[config.mk]
export PLATFORM = sky130hd
export DESIGN_NAME = button_debounce_press_classifier
export DESIGN_NICKNAME = d
export VERILOG_FILES = /design/src/rtl/core/bdpc_pkg.sv /design/src/rtl/core/bdpc_lane.sv /design/src/rtl/core/bdpc_merge.sv /design/src/rtl/core/button_debounce_press_classifier.sv
export SDC_FILE = /design/constraint.sdc
export NUM_CORES = 1
export LEC_CHECK = 0
export ABC_AREA = 1
export BUFFER_PORTS_ARGS = -buffer_cell sky130_fd_sc_hd__clkbuf_2
export CAP_MARGIN = 20
export CORE_UTILIZATION = 55
export DETAILED_ROUTE_END_ITERATION = 8
export MAX_ROUTING_LAYER = met4
export PLACE_DENSITY_LB_ADDON = 0.15
export SETUP_SLACK_MARGIN = 0.3
export SLEW_MARGIN = 10
export SYNTH_ARGS = -nofsm -noshare
export SYNTH_HDL_FRONTEND = slang
export SYNTH_SLANG_ARGS = --single-unit
[constraint.sdc]
create_clock -name aclk -period 10.5 [get_ports aclk]
set_input_delay 1.575 -clock aclk [delete_from_list [all_inputs] [get_ports aclk]]
set_output_delay 1.575 -clock aclk [all_outputs]
set_load 0.02 [all_outputs]
[src/rtl/core/bdpc_pkg.sv]
// Package for the button debounce and press classifier: constants, codes, types.
// No dependencies.
`timescale 1ns / 1ps

package bdpc_pkg;

    // Default sizes
    localparam int BUTTON_COUNT_DEF = 4;
    localparam int TIME_BITS_DEF    = 32;

    // Fixed field widths
    localparam int LEVEL_W   = 4;
    localparam int CFG_W     = 16;
    localparam int CFG_IDX_W = 2;
    localparam int ID_W      = 2;

    // Register indexes
    localparam logic [CFG_IDX_W-1:0] REG_DEBOUNCE   = 2'd0;
    localparam logic [CFG_IDX_W-1:0] REG_LONG_PRESS = 2'd1;
    localparam logic [CFG_IDX_W-1:0] REG_POWER_OFF  = 2'd2;

    // Register reset values
    localparam logic [CFG_W-1:0] DEBOUNCE_RST   = 16'd50;
    localparam logic [CFG_W-1:0] LONG_PRESS_RST = 16'd1000;
    localparam logic [CFG_W-1:0] POWER_OFF_RST  = 16'd3000;

    // Button roles
    localparam int TALK_BUTTON  = 0;
    localparam int POWER_BUTTON = 1;

    typedef enum logic [1:0] {
        EVT_PRESSED  = 2'd0,
        EVT_RELEASED = 2'd1,
        EVT_SHORT    = 2'd2,
        EVT_LONG     = 2'd3
    } evt_kind_t;

    // What one lane found on the current tick
    typedef struct packed {
        logic      hit;
        evt_kind_t kind;
        logic      held;
    } lane_evt_t;

endpackage

[src/rtl/core/bdpc_lane.sv]
// One button lane: debounce, accepted level, hold timing and event decision.
// Depends on bdpc_pkg.
`timescale 1ns / 1ps

module bdpc_lane #(
    parameter int TIME_BITS = bdpc_pkg::TIME_BITS_DEF
) (
    input  logic                        aclk,
    input  logic                        aresetn,
    input  logic                        step,
    input  logic                        talk_mode,
    input  logic                        sample,
    input  logic [TIME_BITS-1:0]        now,
    input  logic [bdpc_pkg::CFG_W-1:0]  debounce,
    input  logic [bdpc_pkg::CFG_W-1:0]  hold_need,
    output bdpc_pkg::lane_evt_t         evt
);

    logic                 prev_reg, prev_next;
    logic [TIME_BITS-1:0] settle_reg, settle_next;
    logic                 held_reg, held_next;
    logic [TIME_BITS-1:0] hold_reg, hold_next;
    logic                 lr_reg, lr_next;

    logic                 settled;
    logic                 press_new;
    logic [TIME_BITS-1:0] hold_base;
    logic [TIME_BITS-1:0] hold_elapsed;
    logic                 lr_eff;

    // Settle timing: a change restarts the window
    assign prev_next   = sample;
    assign settle_next = (sample != prev_reg) ? now : settle_reg;
    assign settled     = (now - settle_next) >= TIME_BITS'(debounce);

    // Hold timing, with a press accepted on this tick starting now
    assign press_new    = sample && !held_reg;
    assign hold_base    = press_new ? now : hold_reg;
    assign hold_elapsed = now - hold_base;
    assign lr_eff       = press_new ? 1'b0 : lr_reg;

    // Event decision
    always_comb begin
        held_next = held_reg;
        hold_next = hold_reg;
        lr_next   = lr_reg;
        evt.hit   = 1'b0;
        evt.kind  = bdpc_pkg::EVT_PRESSED;
        if (settled) begin
            if (talk_mode) begin
                if (sample != held_reg) begin
                    held_next = sample;
                    evt.hit   = 1'b1;
                    evt.kind  = sample ? bdpc_pkg::EVT_PRESSED : bdpc_pkg::EVT_RELEASED;
                end
            end else begin
                if (press_new) begin
                    held_next = 1'b1;
                    hold_next = now;
                    lr_next   = 1'b0;
                end
                if (sample && !lr_eff && (hold_elapsed >= TIME_BITS'(hold_need))) begin
                    lr_next  = 1'b1;
                    evt.hit  = 1'b1;
                    evt.kind = bdpc_pkg::EVT_LONG;
                end
                if (!sample && held_reg) begin
                    held_next = 1'b0;
                    if (!lr_reg) begin
                        evt.hit  = 1'b1;
                        evt.kind = bdpc_pkg::EVT_SHORT;
                    end
                end
            end
        end
        evt.held = held_next;
    end

    // Lane state, updated once per accepted tick
    always_ff @(posedge aclk) begin
        if (!aresetn) begin
            prev_reg   <= 1'b0;
            settle_reg <= '0;
            held_reg   <= 1'b0;
            hold_reg   <= '0;
            lr_reg     <= 1'b0;
        end else if (step) begin
            prev_reg   <= prev_next;
            settle_reg <= settle_next;
            held_reg   <= held_next;
            hold_reg   <= hold_next;
            lr_reg     <= lr_next;
        end
    end

endmodule

[src/rtl/core/bdpc_merge.sv]
// Merging stage: registers the lane events of one tick and drains them in
// button order, one per cycle while m_ready is high. Depends on bdpc_pkg.
`timescale 1ns / 1ps

module bdpc_merge #(
    parameter int BUTTON_COUNT = bdpc_pkg::BUTTON_COUNT_DEF
) (
    input  logic                        aclk,
    input  logic                        aresetn,
    input  logic                        load,
    input  bdpc_pkg::lane_evt_t         evt [BUTTON_COUNT],
    input  logic                        talk_in,
    input  logic                        m_ready,
    output logic                        m_valid,
    output logic [bdpc_pkg::ID_W-1:0]   m_button_id,
    output logic [1:0]                  m_event_kind,
    output logic                        m_talk_held,
    output logic                        m_last_event,
    output logic                        load_ok
);

    localparam int IDX_W = $clog2(BUTTON_COUNT);

    logic [BUTTON_COUNT-1:0] pend_reg, pend_next;
    bdpc_pkg::evt_kind_t     kind_reg [BUTTON_COUNT];
    logic                    talk_reg;

    logic [IDX_W-1:0]        sel;
    logic                    only_one;
    logic                    drain;
    logic [BUTTON_COUNT-1:0] hits;

    // Lowest pending button goes first
    always_comb begin
        sel = '0;
        for (int i = BUTTON_COUNT - 1; i >= 0; i--) begin
            if (pend_reg[i]) begin
                sel = IDX_W'(i);
            end
        end
    end

    always_comb begin
        for (int i = 0; i < BUTTON_COUNT; i++) begin
            hits[i] = evt[i].hit;
        end
    end

    assign only_one = (pend_reg & (pend_reg - 1'b1)) == '0;
    assign m_valid  = pend_reg != '0;
    assign drain    = m_valid && m_ready;
    assign load_ok  = !m_valid || (m_ready && only_one);

    assign m_button_id  = bdpc_pkg::ID_W'(sel);
    assign m_event_kind = kind_reg[sel];
    assign m_talk_held  = talk_reg;
    assign m_last_event = only_one;

    // Pending set: reload from the lanes or retire the shown event
    always_comb begin
        pend_next = pend_reg;
        if (load) begin
            pend_next = hits;
        end else if (drain) begin
            pend_next = pend_reg & ~(BUTTON_COUNT'(1) << sel);
        end
    end

    always_ff @(posedge aclk) begin
        if (!aresetn) begin
            pend_reg <= '0;
        end else begin
            pend_reg <= pend_next;
        end
    end

    // Event payload, captured with the tick
    always_ff @(posedge aclk) begin
        if (load) begin
            talk_reg <= talk_in;
            for (int i = 0; i < BUTTON_COUNT; i++) begin
                kind_reg[i] <= evt[i].kind;
            end
        end
    end

endmodule

[src/rtl/core/button_debounce_press_classifier.sv]
// Top level of the button debounce and press classifier: tick counter,
// configuration registers, button lanes and merging stage. Depends on bdpc_pkg.
//
//   channel  | signals                                   | role
//   s_       | s_valid s_ready s_pressed_levels          | one tick, button levels
//   m_       | m_valid m_ready m_button_id m_event_kind  | one event per transaction
//            | m_talk_held m_last_event                  |
//   cfg_     | cfg_we cfg_index cfg_wdata                | register write, no wait
//
// Each tick is evaluated by all lanes in the cycle it is accepted; its events
// (0 to 4) are then shown one per cycle while m_ready is high, through the
// single output port. The next tick is accepted in the cycle the
// last event drains. Reset is synchronous; there is no clearing pass.
// A stalled m_ready holds the event and, on the last event, the input too.
`timescale 1ns / 1ps

module button_debounce_press_classifier #(
    parameter int BUTTON_COUNT = bdpc_pkg::BUTTON_COUNT_DEF,
    parameter int TIME_BITS    = bdpc_pkg::TIME_BITS_DEF
) (
    input  logic                            aclk,
    input  logic                            aresetn,
    input  logic                            s_valid,
    output logic                            s_ready,
    input  logic [bdpc_pkg::LEVEL_W-1:0]    s_pressed_levels,
    output logic                            m_valid,
    input  logic                            m_ready,
    output logic [bdpc_pkg::ID_W-1:0]       m_button_id,
    output logic [1:0]                      m_event_kind,
    output logic                            m_talk_held,
    output logic                            m_last_event,
    input  logic                            cfg_we,
    input  logic [bdpc_pkg::CFG_IDX_W-1:0]  cfg_index,
    input  logic [bdpc_pkg::CFG_W-1:0]      cfg_wdata
);

    logic [TIME_BITS-1:0]       tick_reg;
    logic [bdpc_pkg::CFG_W-1:0] debounce_reg;
    logic [bdpc_pkg::CFG_W-1:0] long_press_reg;
    logic [bdpc_pkg::CFG_W-1:0] power_off_reg;

    logic                 accept;
    bdpc_pkg::lane_evt_t  lane_evt [BUTTON_COUNT];

    assign accept = s_valid && s_ready;

    // Free-running tick time, one step per accepted transaction
    always_ff @(posedge aclk) begin
        if (!aresetn) begin
            tick_reg <= '0;
        end else if (accept) begin
            tick_reg <= tick_reg + 1'b1;
        end
    end

    // Configuration registers
    always_ff @(posedge aclk) begin
        if (!aresetn) begin
            debounce_reg   <= bdpc_pkg::DEBOUNCE_RST;
            long_press_reg <= bdpc_pkg::LONG_PRESS_RST;
            power_off_reg  <= bdpc_pkg::POWER_OFF_RST;
        end else if (cfg_we) begin
            unique case (cfg_index)
                bdpc_pkg::REG_DEBOUNCE:   debounce_reg   <= cfg_wdata;
                bdpc_pkg::REG_LONG_PRESS: long_press_reg <= cfg_wdata;
                bdpc_pkg::REG_POWER_OFF:  power_off_reg  <= cfg_wdata;
                default: ;
            endcase
        end
    end

    // One lane per button; buttons past the input field read released
    for (genvar i = 0; i < BUTTON_COUNT; i++) begin : g_lane
        logic                       sample;
        logic [bdpc_pkg::CFG_W-1:0] need;

        if (i < bdpc_pkg::LEVEL_W) begin : g_pin
            assign sample = s_pressed_levels[i];
        end else begin : g_nopin
            assign sample = 1'b0;
        end

        assign need = (i == bdpc_pkg::POWER_BUTTON) ? power_off_reg : long_press_reg;

        bdpc_lane #(
            .TIME_BITS (TIME_BITS)
        ) u_lane (
            .aclk      (aclk),
            .aresetn   (aresetn),
            .step      (accept),
            .talk_mode (i == bdpc_pkg::TALK_BUTTON),
            .sample    (sample),
            .now       (tick_reg),
            .debounce  (debounce_reg),
            .hold_need (need),
            .evt       (lane_evt[i])
        );
    end

    // Merge lane events into the result stream
    bdpc_merge #(
        .BUTTON_COUNT (BUTTON_COUNT)
    ) u_merge (
        .aclk         (aclk),
        .aresetn      (aresetn),
        .load         (accept),
        .evt          (lane_evt),
        .talk_in      (lane_evt[bdpc_pkg::TALK_BUTTON].held),
        .m_ready      (m_ready),
        .m_valid      (m_valid),
        .m_button_id  (m_button_id),
        .m_event_kind (m_event_kind),
        .m_talk_held  (m_talk_held),
        .m_last_event (m_last_event),
        .load_ok      (s_ready)
    );

endmodule

==> results.yml <==
final_layout:
  finalNonFillerCells: 5927
  multi_input_area_sq_um: 21800
  final_nets: 5484
  largest_reg_flops: 128
  layout-drive-gt1-share_pct: 3.98
  syn_to_final_growth_pct: 6.99
  regArea_sq_um: 6630
  fillers: 5729
synth:
  synth_seq_cells: 327
  synth_nets: 5515
  async_flop_share_pct: 0
  synth-edff-count: 8
  synthCells: 5178
  synth_area_leaders: "dfxtp_1 (21%), nand2_1 (15%), ha_1 (12%), nor2_1 (9.5%), a21oi_1 (8.5%)"
  yosys_warnings: 0
  ys_seq_area_share_pct: 21.3
  synth.most_common_cell: "nand2_1"
  synth_largest_area_cell: "dfxtp_1"
  synth_area_per_cell_sq_um: 6.01
  synth_area_sq_um: 31100
  synth_top_area_share_pct: 20.5
  synth_cell_types: 61
  synth_common_cells: "nand2_1 (1,284), nor2_1 (791), a21oi_1 (530)"
  synth_ff_type: "dfxtp_1"
clock_tree:
  clock_latency_ns: 0.58
  ctsHoldBuffers: 0
  cts-buffers-inserted: 41
  clock_sinks: 327
  htree_num_levels: 2
  cts_buffer_depth: 3
  clkTransAtPathRegs_ns: 0.06
  cts_root_buffer: "clkbuf_16"
  cts_tree: "built"
  post_cts_buffers: 0
  cts_resized: 0
hold_path:
  hp-class: "reg -> reg"
job:
  maxCapViolations: 0
power:
  power_density_nw_per_um2: 237
  seq_power_share_pct: 21.5
  pwr-share-comb_pct: 61.1
  pwr-share-clk_pct: 17.4
  power_switching_share_pct: 50.6
  leakagePower_nw: 16.7
  ir_worst_vdd_v: 0.000193
  switchingPower_w: 0.00398
  intPower_w: 0.00390
  total_power_w: 0.00788
timing:
  tightest_slew_ns: 1.08
  finClkSkew_ns: 0.0211
  period_minus_slack_ns: 6.26
  finalSetupViolCount: 0
  drv_slew: 0
  fin_setup_tns_ns: 0
  max_freq_ghz: 0.160
  final_hold_viol_count: 0
  finalCritPeriodShare_pct: 59.6
  maxSlewHeadroom_pct: 27.7
  rsz0062_at_grt: "no"
global_routing:
  grt_pass1_wl_um: 173000
  track_usage_pct: 40.9
  grt_max_degree: 107
  antenna_found_initial: 7
  grt_pass1_vias: 30300
  grt_overflow_total: 0
route:
  drtIter0Drc: 3451
  ant_nets: 0
  vias_per_cell: 5.82
  firstDrtPassIters: 8
  drt-total-wl_um: 116000
  vias: 34500
  wl_per_cell_um: 19.6
  drc: 0
floorplanning:
  row_count: 86
  die_h_um: 240
  dieArea_sq_um: 57500
  core_sq_um: 55500
  initial_core_util_pct: 56.0
  ios: 35
  die_x_um: 240
worst_setup_path:
  slowest_delay_ns: 0.50
  required_ns: 10.93
  crit_arrival_ns: 6.69
  endpoint: "u_merge.pend_reg[1]"
  cpMostUsedCell: "nand2_1"
  r2r_end: "g_lane[1].u_lane.hold_reg[2]"
  crit_start: "s_pressed_levels[1]"
  reg2reg_depth: 21
  cp_max_fo: 73
  path_class: "in -> reg"
  end_kind: "register"
  critPathSlowestCell: "buf_4"
  rrSetupSlack_ns: 4.72
  critPathLaunchType: "input port"
  r2r-start: "tick_reg[4]"
placed_design:
  placed_cells: 5852
  post-dp-hpwl_um: 84200
  place.gp.congestion: 1.03
  port_buffers: 34
outcome:
  status: "completed"
-- power groups by stage --
stage          logic (W)  clock network (W)  registers [W]
2_1_floorplan    0.00373                  0        0.00167
3_3_place_gp     0.00466                  0        0.00170
3_5_place_dp     0.00471                  0        0.00171
4_1_cts          0.00474            0.00138        0.00169
5_1_grt          0.00549            0.00142        0.00172
6_report         0.00482            0.00137        0.00169
-- worst min path at each step --
stage                                       start                            end  slack, ns  cells after the start
floorplan           g_lane[1].u_lane.hold_reg[12]  g_lane[1].u_lane.hold_reg[12]       0.42                      2
global placement    g_lane[1].u_lane.hold_reg[28]  g_lane[1].u_lane.hold_reg[28]       0.44                      2
detailed placement  g_lane[1].u_lane.hold_reg[28]  g_lane[1].u_lane.hold_reg[28]       0.44                      2
CTS                 g_lane[1].u_lane.hold_reg[28]  g_lane[1].u_lane.hold_reg[28]       0.45                      2
global route        g_lane[1].u_lane.hold_reg[28]  g_lane[1].u_lane.hold_reg[28]       0.47                      2
finish              g_lane[1].u_lane.hold_reg[28]  g_lane[1].u_lane.hold_reg[28]       0.45                      2
-- cell type report --
class	count	area share [%]
multi-input cells	4152	65.6
clock buffers	51	3.35
inverters	529	5.99
flip-flops and latches	327	19.9
clock inverters	18	0.376
well taps	748	2.81
repair buffers	96	1.92
diodes	6	0.0451
-- kinds of logic (layout without fill, tap and decap cells) --
family | after synthesis | after routing | share of synthesized area [%]
simple gates | 2508 | 2508 | 32.9
compound gates | 1190 | 1190 | 20.4
xor+xnor | 144 | 144 | 4.05
other cells | 0 | 6 | 0
buf+inv | 699 | 694 | 8.79
fa+ha+maj | 310 | 310 | 12.6
flops | 327 | 327 | 21.3
-- stage by stage --
stage / area, sq um / hold WS (ns) / util, % / worst slack, ns
finish: 33300 / 0.446 / 60.0 / 4.24
global route: 33300 / 0.473 / 59.9 / 3.91
CTS: 33300 / 0.450 / 59.9 / 4.42
detailed placement: 32000 / 0.441 / 57.7 / 3.83
global placement: 32000 / 0.435 / 57.7 / 3.92
floorplan: 31100 / 0.424 / - / 5.09
-- metal layers --
| layer | vias to the layer above | routed length (um) | global-route usage, % |
|---|---|---|---|
| li1 | 17000 | - | - |
| met1 | 15400 | 48600 | 52.8 |
| met2 | 1622 | 46600 | 58.4 |
| met3 | 362 | 14100 | 10.8 |
| met4 | 0 | 6790 | 20.4 |
| met5 | - | 0 | - |
-- cells in the final DEF (no fill, tap or decap), types with 27 or more instances in the layout --
| cell | instances |
|---|---|
| nand3_1 | 242 |
| buf_4 | 63 |
| nand4_1 | 45 |
| inv_1 | 506 |
| o211ai_1 | 27 |
| nor2_1 | 791 |
| o21bai_1 | 28 |
| a21oi_1 | 530 |
| xor2_1 | 104 |
| nor3_1 | 75 |
| xnor2_1 | 36 |
| nand2_1 | 1284 |
| o21ai_0 | 496 |
| clkbuf_16 | 41 |
| ha_1 | 303 |
| dfxtp_1 | 319 |
| clkbuf_2 | 33 |
-- critical path: cells and delay by family --
kind	cells	cell delay [ns]
XOR/XNOR	1	0.20
AND/OR/NAND/NOR	21	2.04
adder cells (fa/ha/maj)	4	0.86
buffers and inverters	5	1.20
AO/OA/AOI/OAI	3	0.75
Note: power is estimated with default switching activity, not from simulation.
